$ cat src/sv/sva_pkg.sv
// Shared types and constants of the voice allocator.
`default_nettype none
package sva_pkg;

  typedef enum logic [2:0] {
    FUNC_NOTE_ON   = 3'd0,
    FUNC_NOTE_OFF  = 3'd1,
    FUNC_ALL_OFF   = 3'd2,
    FUNC_SAMPLE    = 3'd3,
    FUNC_BLOCK_END = 3'd4
  } func_e;

  typedef enum logic {
    ST_IDLE = 1'b0,
    ST_EXEC = 1'b1
  } state_e;

  localparam logic [7:0] CFG_FLOOR_LEVEL = 8'd0;
  localparam logic [7:0] CFG_QUIET_LIMIT = 8'd1;

  localparam logic [15:0] FLOOR_RESET = 16'd4;
  localparam logic [15:0] LIMIT_RESET = 16'd1536;

  localparam logic [31:0] LCG_MUL = 32'd1664525;
  localparam logic [31:0] LCG_ADD = 32'd1013904223;

  typedef struct packed {
    logic        valid;
    func_e       func;
    logic [6:0]  note;
    logic [31:0] age;
    logic [15:0] level;
    logic [15:0] floor_lvl;
    logic [15:0] limit;
  } cmd_t;

  typedef struct packed {
    logic        free;
    logic [31:0] age;
  } tok_t;

  typedef struct packed {
    logic used_nx;
    logic gate_nx;
    logic free_hit;
    logic trig;
  } sts_t;

endpackage
`default_nettype wire

$ cat src/sv/sva_in_if.sv
// Input item channel of the voice allocator.
`default_nettype none
interface sva_in_if;
  logic        valid;
  logic        ready;
  logic [2:0]  func;
  logic [6:0]  note_number;
  logic [6:0]  note_velocity;
  logic [15:0] mix_level;

  modport source (output valid, output func, output note_number, output note_velocity,
                  output mix_level, input ready);
  modport sink (input valid, input func, input note_number, input note_velocity,
                input mix_level, output ready);
endinterface
`default_nettype wire

$ cat src/sv/sva_out_if.sv
// Result item channel of the voice allocator.
`default_nettype none
interface sva_out_if;
  logic        valid;
  logic        ready;
  logic [2:0]  voice_index;
  logic        stolen;
  logic [15:0] random_value;
  logic [7:0]  gate_mask;
  logic [7:0]  used_mask;
  logic [7:0]  freed_mask;
  logic [7:0]  trigger_mask;

  modport source (output valid, output voice_index, output stolen, output random_value,
                  output gate_mask, output used_mask, output freed_mask,
                  output trigger_mask, input ready);
  modport sink (input valid, input voice_index, input stolen, input random_value,
                input gate_mask, input used_mask, input freed_mask,
                input trigger_mask, output ready);
endinterface
`default_nettype wire

$ cat src/sv/sva_cfg_if.sv
// Configuration write channel of the voice allocator.
`default_nettype none
interface sva_cfg_if;
  logic        valid;
  logic        ready;
  logic [7:0]  index;
  logic [15:0] data;

  modport source (output valid, output index, output data, input ready);
  modport sink (input valid, input index, input data, output ready);
endinterface
`default_nettype wire

$ cat src/sv/synth_voice_allocator_core.sv
// A note_on item gives its result once the search token has crossed the chain of voice cells;
// the token moves one cell per cycle. Other items give their result without waiting for the token.
// One item is worked on at a time: a new item is taken only after the last one has been applied.
// The result waits in an output register, so the next item may enter while it is not yet taken.
// Reset is asynchronous and active low; it clears all voice state, the age counter and the
// generator at once and loads the floor and limit registers with 4 and 1536.
`default_nettype none
module synth_voice_allocator_core #(
  parameter int unsigned VOICES = 8
) (
  input  wire logic  clk_i,
  input  wire logic  rst_ni,
  sva_in_if.sink     in_i,
  sva_out_if.source  out_o,
  sva_cfg_if.sink    cfg_i
);

  localparam int unsigned IdxW  = (VOICES > 1) ? $clog2(VOICES) : 1;
  localparam int unsigned MaskN = (VOICES < 8) ? VOICES : 8;
  localparam logic [IdxW-1:0] CntLast = IdxW'(VOICES - 1);

  sva_pkg::state_e  state_q, state_d;
  logic [IdxW-1:0]  cnt_q, cnt_d;
  sva_pkg::func_e   func_q;
  logic [6:0]       note_q;
  logic [15:0]      level_q;
  logic [15:0]      floor_q, limit_q;
  logic [31:0]      age_ctr_q;
  logic [31:0]      rng_q, rng_nx;
  logic             apply, out_free;

  logic             out_valid_q;
  logic [2:0]       vidx_q;
  logic             stolen_q;
  logic [15:0]      rnd_q;
  logic [7:0]       gate_m_q, used_m_q, freed_m_q, trig_m_q;
  logic [7:0]       gate_nx_m, used_nx_m, hit_m, trig_m;

  sva_pkg::cmd_t    cmd;
  sva_pkg::tok_t    tok [VOICES];
  sva_pkg::tok_t    tok_in [VOICES];
  logic [IdxW-1:0]  tok_idx [VOICES];
  logic [IdxW-1:0]  tok_idx_in [VOICES];
  sva_pkg::sts_t    sts [VOICES];
  logic             is_note_on;

  assign is_note_on = (func_q == sva_pkg::FUNC_NOTE_ON);
  assign out_free   = !out_valid_q || out_o.ready;
  assign apply      = (state_q == sva_pkg::ST_EXEC) && out_free &&
                      (!is_note_on || (cnt_q == CntLast));

  always_comb begin
    cmd.valid     = apply;
    cmd.func      = func_q;
    cmd.note      = note_q;
    cmd.age       = age_ctr_q + 32'd1;
    cmd.level     = level_q;
    cmd.floor_lvl = floor_q;
    cmd.limit     = limit_q;
  end

  for (genvar g = 0; g < VOICES; g++) begin : g_cell
    if (g == 0) begin : g_head
      assign tok_in[g]     = '0;
      assign tok_idx_in[g] = '0;
    end else begin : g_link
      assign tok_in[g]     = tok[g-1];
      assign tok_idx_in[g] = tok_idx[g-1];
    end
    sva_cell #(
      .IDX_W    (IdxW),
      .CELL_IDX (g)
    ) u_cell (
      .clk_i     (clk_i),
      .rst_ni    (rst_ni),
      .cmd_i     (cmd),
      .pick_i    (tok_idx[VOICES-1]),
      .tok_i     (tok_in[g]),
      .tok_idx_i (tok_idx_in[g]),
      .tok_o     (tok[g]),
      .tok_idx_o (tok_idx[g]),
      .sts_o     (sts[g])
    );
  end

  always_comb begin
    gate_nx_m = '0;
    used_nx_m = '0;
    hit_m     = '0;
    trig_m    = '0;
    for (int i = 0; i < MaskN; i++) begin
      gate_nx_m[i] = sts[i].gate_nx;
      used_nx_m[i] = sts[i].used_nx;
      hit_m[i]     = sts[i].free_hit;
      trig_m[i]    = sts[i].trig;
    end
  end

  assign rng_nx = rng_q * sva_pkg::LCG_MUL + sva_pkg::LCG_ADD;

  always_comb begin
    state_d    = state_q;
    cnt_d      = cnt_q;
    in_i.ready = 1'b0;
    case (state_q)
      sva_pkg::ST_IDLE: begin
        in_i.ready = 1'b1;
        if (in_i.valid) begin
          state_d = sva_pkg::ST_EXEC;
          cnt_d   = '0;
        end
      end
      sva_pkg::ST_EXEC: begin
        if (apply) begin
          state_d = sva_pkg::ST_IDLE;
        end else if (cnt_q != CntLast) begin
          cnt_d = cnt_q + IdxW'(1);
        end
      end
      default: state_d = sva_pkg::ST_IDLE;
    endcase
  end

  always_ff @(posedge clk_i or negedge rst_ni) begin
    if (!rst_ni) begin
      state_q     <= sva_pkg::ST_IDLE;
      cnt_q       <= '0;
      age_ctr_q   <= '0;
      rng_q       <= '0;
      floor_q     <= sva_pkg::FLOOR_RESET;
      limit_q     <= sva_pkg::LIMIT_RESET;
      out_valid_q <= 1'b0;
    end else begin
      state_q <= state_d;
      cnt_q   <= cnt_d;
      if (apply && is_note_on) begin
        age_ctr_q <= age_ctr_q + 32'd1;
        rng_q     <= rng_nx;
      end
      if (cfg_i.valid) begin
        case (cfg_i.index)
          sva_pkg::CFG_FLOOR_LEVEL: floor_q <= cfg_i.data;
          sva_pkg::CFG_QUIET_LIMIT: limit_q <= cfg_i.data;
          default: ;
        endcase
      end
      if (apply) begin
        out_valid_q <= 1'b1;
      end else if (out_o.ready) begin
        out_valid_q <= 1'b0;
      end
    end
  end

  always_ff @(posedge clk_i) begin
    if (in_i.valid && in_i.ready) begin
      func_q  <= sva_pkg::func_e'(in_i.func);
      note_q  <= in_i.note_number;
      level_q <= in_i.mix_level;
    end
    if (apply) begin
      vidx_q    <= is_note_on ? 3'(tok_idx[VOICES-1]) : 3'd0;
      stolen_q  <= is_note_on && !tok[VOICES-1].free;
      rnd_q     <= is_note_on ? rng_nx[24:9] : 16'd0;
      gate_m_q  <= gate_nx_m;
      used_m_q  <= used_nx_m;
      freed_m_q <= (func_q == sva_pkg::FUNC_BLOCK_END) ? hit_m : 8'd0;
      trig_m_q  <= (func_q == sva_pkg::FUNC_SAMPLE) ? trig_m : 8'd0;
    end
  end

  assign cfg_i.ready        = 1'b1;
  assign out_o.valid        = out_valid_q;
  assign out_o.voice_index  = vidx_q;
  assign out_o.stolen       = stolen_q;
  assign out_o.random_value = rnd_q;
  assign out_o.gate_mask    = gate_m_q;
  assign out_o.used_mask    = used_m_q;
  assign out_o.freed_mask   = freed_m_q;
  assign out_o.trigger_mask = trig_m_q;

`ifndef SYNTHESIS
  a_stolen_full: assert property (@(posedge clk_i) disable iff (!rst_ni)
    out_valid_q && stolen_q |-> (&used_m_q[MaskN-1:0]))
    else $error("A voice was stolen while a voice was free.");

  a_freed_unused: assert property (@(posedge clk_i) disable iff (!rst_ni)
    out_valid_q |-> ((freed_m_q & (used_m_q | gate_m_q)) == 8'd0))
    else $error("A freed voice is still used or gated.");

  a_age_on_note: assert property (@(posedge clk_i) disable iff (!rst_ni)
    (age_ctr_q != $past(age_ctr_q)) |-> $past(apply && is_note_on))
    else $error("The age counter moved without a note_on item.");
`endif

endmodule
`default_nettype wire

$ cat src/sv/sva_cell.sv
// One voice cell: voice state, its update and one stage of the oldest-voice search chain.
`default_nettype none
module sva_cell #(
  parameter int unsigned IDX_W    = 3,
  parameter int unsigned CELL_IDX = 0
) (
  input  wire logic              clk_i,
  input  wire logic              rst_ni,
  input  wire sva_pkg::cmd_t     cmd_i,
  input  wire logic [IDX_W-1:0]  pick_i,
  input  wire sva_pkg::tok_t     tok_i,
  input  wire logic [IDX_W-1:0]  tok_idx_i,
  output sva_pkg::tok_t          tok_o,
  output logic [IDX_W-1:0]       tok_idx_o,
  output sva_pkg::sts_t          sts_o
);

  localparam logic [IDX_W-1:0] MyIdx = IDX_W'(CELL_IDX);

  logic        used_q, used_d;
  logic        gate_q, gate_d;
  logic [6:0]  note_q, note_d;
  logic [31:0] age_q, age_d;
  logic [15:0] quiet_q, quiet_d;
  logic        trig_q, trig_d;
  logic        free_hit;

  sva_pkg::tok_t    tok_q, tok_d;
  logic [IDX_W-1:0] tok_idx_q, tok_idx_d;

  always_comb begin
    used_d   = used_q;
    gate_d   = gate_q;
    note_d   = note_q;
    age_d    = age_q;
    quiet_d  = quiet_q;
    trig_d   = trig_q;
    free_hit = used_q && !gate_q && (quiet_q > cmd_i.limit);
    if (cmd_i.valid) begin
      case (cmd_i.func)
        sva_pkg::FUNC_NOTE_ON: begin
          if (pick_i == MyIdx) begin
            used_d  = 1'b1;
            gate_d  = 1'b1;
            note_d  = cmd_i.note;
            age_d   = cmd_i.age;
            quiet_d = '0;
            trig_d  = 1'b1;
          end
        end
        sva_pkg::FUNC_NOTE_OFF: begin
          if (used_q && gate_q && (note_q == cmd_i.note)) begin
            gate_d = 1'b0;
          end
        end
        sva_pkg::FUNC_ALL_OFF: begin
          gate_d = 1'b0;
        end
        sva_pkg::FUNC_SAMPLE: begin
          if (used_q) begin
            if (gate_q) begin
              quiet_d = '0;
            end else if (cmd_i.level < cmd_i.floor_lvl) begin
              if (quiet_q != '1) begin
                quiet_d = quiet_q + 16'd1;
              end
            end else begin
              quiet_d = '0;
            end
          end
          trig_d = 1'b0;
        end
        sva_pkg::FUNC_BLOCK_END: begin
          if (free_hit) begin
            used_d  = 1'b0;
            quiet_d = '0;
          end
        end
        default: ;
      endcase
    end
  end

  // The first unused voice wins; among used voices the smallest age wins, lower index on a tie.
  always_comb begin
    tok_d     = tok_i;
    tok_idx_d = tok_idx_i;
    if ((CELL_IDX == 0) || !tok_i.free) begin
      if (!used_q) begin
        tok_d.free = 1'b1;
        tok_d.age  = age_q;
        tok_idx_d  = MyIdx;
      end else if ((CELL_IDX == 0) || (age_q < tok_i.age)) begin
        tok_d.free = 1'b0;
        tok_d.age  = age_q;
        tok_idx_d  = MyIdx;
      end
    end
  end

  always_ff @(posedge clk_i or negedge rst_ni) begin
    if (!rst_ni) begin
      used_q    <= 1'b0;
      gate_q    <= 1'b0;
      note_q    <= '0;
      age_q     <= '0;
      quiet_q   <= '0;
      trig_q    <= 1'b0;
      tok_q     <= '0;
      tok_idx_q <= '0;
    end else begin
      used_q    <= used_d;
      gate_q    <= gate_d;
      note_q    <= note_d;
      age_q     <= age_d;
      quiet_q   <= quiet_d;
      trig_q    <= trig_d;
      tok_q     <= tok_d;
      tok_idx_q <= tok_idx_d;
    end
  end

  assign tok_o     = tok_q;
  assign tok_idx_o = tok_idx_q;

  always_comb begin
    sts_o.used_nx  = used_d;
    sts_o.gate_nx  = gate_d;
    sts_o.free_hit = free_hit;
    sts_o.trig     = trig_q;
  end

endmodule
`default_nettype wire

$ cat src/flat_wrapper.sv
// flat-port wrapper written by rule: the top's interface ports become plain ports
module synth_voice_allocator_core_flat 
#(
  parameter int unsigned VOICES = 8
)
  (clk_i, rst_ni, in_i_valid, in_i_func, in_i_note_number, in_i_note_velocity, in_i_mix_level, in_i_ready, out_o_valid, out_o_voice_index, out_o_stolen, out_o_random_value, out_o_gate_mask, out_o_used_mask, out_o_freed_mask, out_o_trigger_mask, out_o_ready, cfg_i_valid, cfg_i_index, cfg_i_data, cfg_i_ready);
  sva_in_if in_i_i ();
  sva_out_if out_o_i ();
  sva_cfg_if cfg_i_i ();
  input  wire logic clk_i;
  input  wire logic rst_ni;
  input wire logic [$bits(in_i_i.valid)-1:0] in_i_valid;
  input wire logic [$bits(in_i_i.func)-1:0] in_i_func;
  input wire logic [$bits(in_i_i.note_number)-1:0] in_i_note_number;
  input wire logic [$bits(in_i_i.note_velocity)-1:0] in_i_note_velocity;
  input wire logic [$bits(in_i_i.mix_level)-1:0] in_i_mix_level;
  output wire logic [$bits(in_i_i.ready)-1:0] in_i_ready;
  output wire logic [$bits(out_o_i.valid)-1:0] out_o_valid;
  output wire logic [$bits(out_o_i.voice_index)-1:0] out_o_voice_index;
  output wire logic [$bits(out_o_i.stolen)-1:0] out_o_stolen;
  output wire logic [$bits(out_o_i.random_value)-1:0] out_o_random_value;
  output wire logic [$bits(out_o_i.gate_mask)-1:0] out_o_gate_mask;
  output wire logic [$bits(out_o_i.used_mask)-1:0] out_o_used_mask;
  output wire logic [$bits(out_o_i.freed_mask)-1:0] out_o_freed_mask;
  output wire logic [$bits(out_o_i.trigger_mask)-1:0] out_o_trigger_mask;
  input wire logic [$bits(out_o_i.ready)-1:0] out_o_ready;
  input wire logic [$bits(cfg_i_i.valid)-1:0] cfg_i_valid;
  input wire logic [$bits(cfg_i_i.index)-1:0] cfg_i_index;
  input wire logic [$bits(cfg_i_i.data)-1:0] cfg_i_data;
  output wire logic [$bits(cfg_i_i.ready)-1:0] cfg_i_ready;
  assign in_i_i.valid = in_i_valid;
  assign in_i_i.func = in_i_func;
  assign in_i_i.note_number = in_i_note_number;
  assign in_i_i.note_velocity = in_i_note_velocity;
  assign in_i_i.mix_level = in_i_mix_level;
  assign in_i_ready = in_i_i.ready;
  assign out_o_valid = out_o_i.valid;
  assign out_o_voice_index = out_o_i.voice_index;
  assign out_o_stolen = out_o_i.stolen;
  assign out_o_random_value = out_o_i.random_value;
  assign out_o_gate_mask = out_o_i.gate_mask;
  assign out_o_used_mask = out_o_i.used_mask;
  assign out_o_freed_mask = out_o_i.freed_mask;
  assign out_o_trigger_mask = out_o_i.trigger_mask;
  assign out_o_i.ready = out_o_ready;
  assign cfg_i_i.valid = cfg_i_valid;
  assign cfg_i_i.index = cfg_i_index;
  assign cfg_i_i.data = cfg_i_data;
  assign cfg_i_ready = cfg_i_i.ready;
  synth_voice_allocator_core #(.VOICES(VOICES)) u_core (.clk_i(clk_i), .rst_ni(rst_ni), .in_i(in_i_i), .out_o(out_o_i), .cfg_i(cfg_i_i));
endmodule
$ cat config.mk
export PLATFORM = sky130hd
export DESIGN_NAME = synth_voice_allocator_core_flat
export DESIGN_NICKNAME = d
export VERILOG_FILES = /design/src/sv/sva_pkg.sv /design/src/sv/sva_in_if.sv /design/src/sv/sva_out_if.sv /design/src/sv/sva_cfg_if.sv /design/src/sv/synth_voice_allocator_core.sv /design/src/sv/sva_cell.sv /design/src/flat_wrapper.sv
export SDC_FILE = /design/constraint.sdc
export NUM_CORES = 2
export LEC_CHECK = 0
export ABC_CLOCK_PERIOD_IN_PS = 18000
export BUFFER_PORTS_ARGS = -buffer_cell sky130_fd_sc_hd__buf_2
export CAP_MARGIN = 20
export CORE_AREA = 4 4 410 311
export CTS_CLUSTER_SIZE = 8
export DETAILED_ROUTE_END_ITERATION = 7
export DIE_AREA = 0 0 414 315
export HOLD_SLACK_MARGIN = 0.12
export PLACE_DENSITY = 0.67
export SETUP_SLACK_MARGIN = 0.2
export SLEW_MARGIN = 10
export SYNTH_ARGS = -nofsm -noshare
export SYNTH_HDL_FRONTEND = slang
export SYNTH_SLANG_ARGS = --single-unit
$ cat constraint.sdc
create_clock -name clk_i -period 18 [get_ports clk_i]
set_clock_uncertainty 0.15 [all_clocks]
set_input_delay 1.8 -clock clk_i [delete_from_list [all_inputs] [get_ports clk_i]]
set_output_delay 1.8 -clock clk_i [all_outputs]
set_load 0.005 [all_outputs]
==> summary.md <==
| Metric | Value |
|---|---|
| RSZ-0062 raised after global routing | `false` |
| DIE WIDTH | `414 um` |
| CTS H-tree lvls | `3` |
| Setup TNS Final | `0 ns` |
| Max Slew Vio Count | `0` |
| Post-Syn Nets | `~5400` |
| HPWL Detailed | `87.0 mm` |
| Area of placed instances | `0.0514 mm2` |
| Antenna violations before repair | `2` |
| Largest net degree at the start of global routing | `92` |
| Pre-CTS setup slack | `roughly 11 ns` |
| PortBufs | `108` |
| Worst Path Required | `approximately 18 ns` |
| Skew-Pair Late Insertion Delay | `approximately 0.75 ns` |
| Top layer in use | `met4` |
| Kind of critical path | `reg2reg` |
| R2R Setup Slk | `11.16 ns` |
| Final setup violation count | `0` |
| WHS Endpoint | `u_core.g_cell[0].u_cell.tok_o[27]` |
| Finished Cell Area | `0.0548 mm2` |
| Die ar. | `~0.13 mm2` |
| Clock buffer depth | `3` |
| Hold Path Stages | `0` |
| Ys async rst share | `91.2%` |
| Simple-Gate Fraction of Synth Area | `12.2%` |
| Post-synth top flop | `dfrtp_1` |
| Post-Synth Adder-Cell Area | `15.8%` |
| Met1 WL | `58.5 mm` |
| Post-synthesis sequential area ratio | `46.0%` |
| Avg Cell Area, Syn | `10.3 um2` |
| Cell row count | `112` |
| Worst r2r path cells | `20` |
| Placed Cells | `approximately 6400` |
| Final hold violations | `0` |
| Clock Tree Root | `clkbuf_16` |
| GRT overflow | `0` |
| GP Congestion | `0.911` |
| Fmax | `146 MHz` |
| Global-route wire length before repair | `~200 mm` |
| Final worst-path setup slack | `11.16 ns` |
| Vias in the first global route | `35400` |
| HP Class | `reg2reg` |
| Status | `finished, final reports clean` |
| Met2 WL | `51.5 mm` |
| Area grow syn2layout | `11.8%` |
| Clock transition at path regs | `roughly 0.060 ns` |
| Final ANT Viol Nets | `0` |
| Xor/xnor share of the synthesized area | `3.27%` |
| Final WL | `121 mm` |
| Max cap viols | `0` |
| Netlist Area Pre-Place | `0.0490 mm2` |
| Hold Path Origin | `u_core.g_cell[0].u_cell.age_q[27]` |
| Most frequent cells in the layout | `804 x dfrtp_1, 492 x ha_1, 482 x inv_1` |
| Num ports | `117` |
| Critical Path Source Type | `flip-flop` |
| Crit Path Max Fanout | `10` |
| Synthesis Warnings | `0` |
| Met3 wire length | `8.80 mm` |
| Placeable Area | `around 0.12 mm2` |
| Initial core utilization | `approximately two fifths` |
| Final nets | `5523` |
| Largest family of logic cells by synthesized area | `adder cells` |
| CTS tree | `done` |
| Worst Tran Pin Value | `~1.1 ns` |
| TritonRoute pass-1 iters | `6` |
| Flops & latches, synth | `just under 900` |
| Crit. End Element | `flip-flop` |
| Slew headroom | `26.4%` |
| Final period util | `between 30% and 40%` |
| Non-Filler Instances | `between 6000 and 7000` |
| Die span in y | `about 320 um` |
| Clock sink count | `roughly 890` |
| DR WL/cell | `18.4 um` |
| Commonest non-fill, non-tap cell in the layout | `dfrtp_1` |
| Syn Inst Count | `between 4000 and 5000` |
| Post-synthesis compound-gate area fraction | `12.2%` |
| DRC Markers | `0` |
| Post-synth EDFFs | `78` |
| Vias | `approximately 35000` |
| Min Tclk post-route | `6.84 ns` |
| Unique cell type count in the Yosys netlist | `80` |
| Cts repair resizes | `0` |
| Total CTS buffers | `between 100 and 150` |
| Worst Path Arrival | `roughly 7.1 ns` |
| Reg2reg end | `u_core.out_o.random_value[15]` |
| Tot GR Track Use | `a little under a fifth` |
| Post-CTS setup buffer count | `0` |
| Iteration-0 DRC Markers | `3006` |
| Layout cells sized above 1 | `11.4%` |
| Mux contribution to synthesized area | `~5.4%` |
| Critical R2R Launch | `u_core.rng_q[1]` |
| Vias per inst | `5.37` |
| Post-CTS Hold Buffers | `0` |
==> worst max path at each step <==
stage,startpoint,end,slack (ns)
3_3_place_gp,u_core.rng_q[1],u_core.out_o.random_value[15],11.21
3_5_place_dp,u_core.rng_q[1],u_core.out_o.random_value[15],11.22
5_1_grt,u_core.rng_q[1],u_core.out_o.random_value[15],10.73
4_1_cts,u_core.rng_q[1],u_core.out_o.random_value[15],11.17
6_report,u_core.rng_q[1],u_core.out_o.random_value[15],11.16
2_1_floorplan,u_core.rng_q[1],u_core.out_o.random_value[15],12.09
==> cell usage after synthesis (20+ instances only) <==
library cell	count	share of area [%]
a21o_1	115	1.8
a21oi_1	334	3.4
and2_1	39	0.50
and3_1	57	0.73
and4_1	25	0.45
buf_1	20	0.15
buf_2	39	0.40
clkbuf_1	91	0.70
dfrtp_1	804	41
edfxtp_1	78	4.8
fa_1	79	3.2
ha_1	492	13
inv_1	483	3.7
mux2_2	199	4.6
mux2_4	27	0.83
nand2_1	435	3.3
nand2b_1	39	0.50
nand3_1	100	1.0
nand4_1	90	1.1
nor2_1	297	2.3
nor2b_1	35	0.45
nor3_1	43	0.44
o211ai_1	20	0.31
o21a_1	38	0.58
o21ai_0	298	3.0
o31ai_1	54	0.83
or3_1	34	0.43
or4_1	26	0.40
xnor2_1	137	2.4
xor2_1	46	0.82
==> critical path: stages (launching register included) <==
cell and delay, ns:
dfrtp_1 0.56, inv_1 0.26, ha_1 0.39, xnor2_1 0.47, xnor2_1 0.17, fa_1 0.54
fa_1 0.53, fa_1 0.55, inv_1 0.06, fa_1 0.53, inv_1 0.06, fa_1 0.55
inv_1 0.05, ha_1 0.34, nand2_1 0.11, nor2_1 0.05, and3_1 0.17, a221oi_1 0.44
o21ai_0 0.29, xnor2_1 0.24, nor2_1 0.06
==> routing by layer <==
metal / GRT usage [%] / vias up
met3: 4.29 / 184
met1: 27.9 / 17400
met5: 0 / -
met2: 27.5 / 989
met4: 4.30 / 0
li1: - / 16700
==> state kept, by name, summed over array words and instances (netlist names), 3 cells and up <==
signal and count:
u_core.out_o.freed_mask 8, u_core.out_o.trigger_mask 8, u_core.limit_q 16, u_core.out_o.voice_index 3, u_core.g_cell.u_cell.note_q 56, u_core.g_cell.u_cell.tok_o 232, u_core.g_cell.u_cell.quiet_q 128, u_core.note_q 7
u_core.g_cell.u_cell.age_q 256, u_core.cnt_q 3, u_core.age_ctr_q 32, u_core.level_q 16, u_core.rng_q 25, u_core.g_cell.u_cell.gate_q 8, u_core.g_cell.u_cell.tok_idx_o 17, u_core.g_cell.u_cell.used_q 8
u_core.func_q 3, u_core.out_o.used_mask 8, u_core.g_cell.u_cell.trig_q 8, u_core.out_o.random_value 16, u_core.floor_q 16, u_core.out_o.gate_mask 8
==> per-stage QoR <==
| step | hold slack, ns | util, % |
|---|---|---|
| floorplan | 0.204 | - |
| global placement | 0.206 | 41.6 |
| detailed placement | 0.209 | 41.6 |
| CTS | 0.207 | 44.2 |
| global route | 0.221 | 44.3 |
| finish | 0.207 | 44.3 |
==> area by class of cell <==
cell class | count | area, um2
antenna | 2 | 5.00
clock buffer | 148 | 3120
clock inverter | 7 | 148
fill | 11400 | 68800
inverter | 483 | 1810
multi-input combinational | 3237 | 24100
sequential | 885 | 22500
tap | 1653 | 2070
timing repair buffer | 163 | 1000
==> logic make-up after synthesis <==
kind of cell | Yosys count
AO/OA/AOI/OAI | 995
XOR/XNOR | 183
adder cells (fa/ha/maj) | 571
buffers and inverters | 638
flip-flops | 885
multiplexers | 228
other | 1
AND/OR/NAND/NOR | 1259
Power is left out: the tool's default activity adds up to more than one toggle a clock period on the data nets, which glitch-free logic cannot reach.
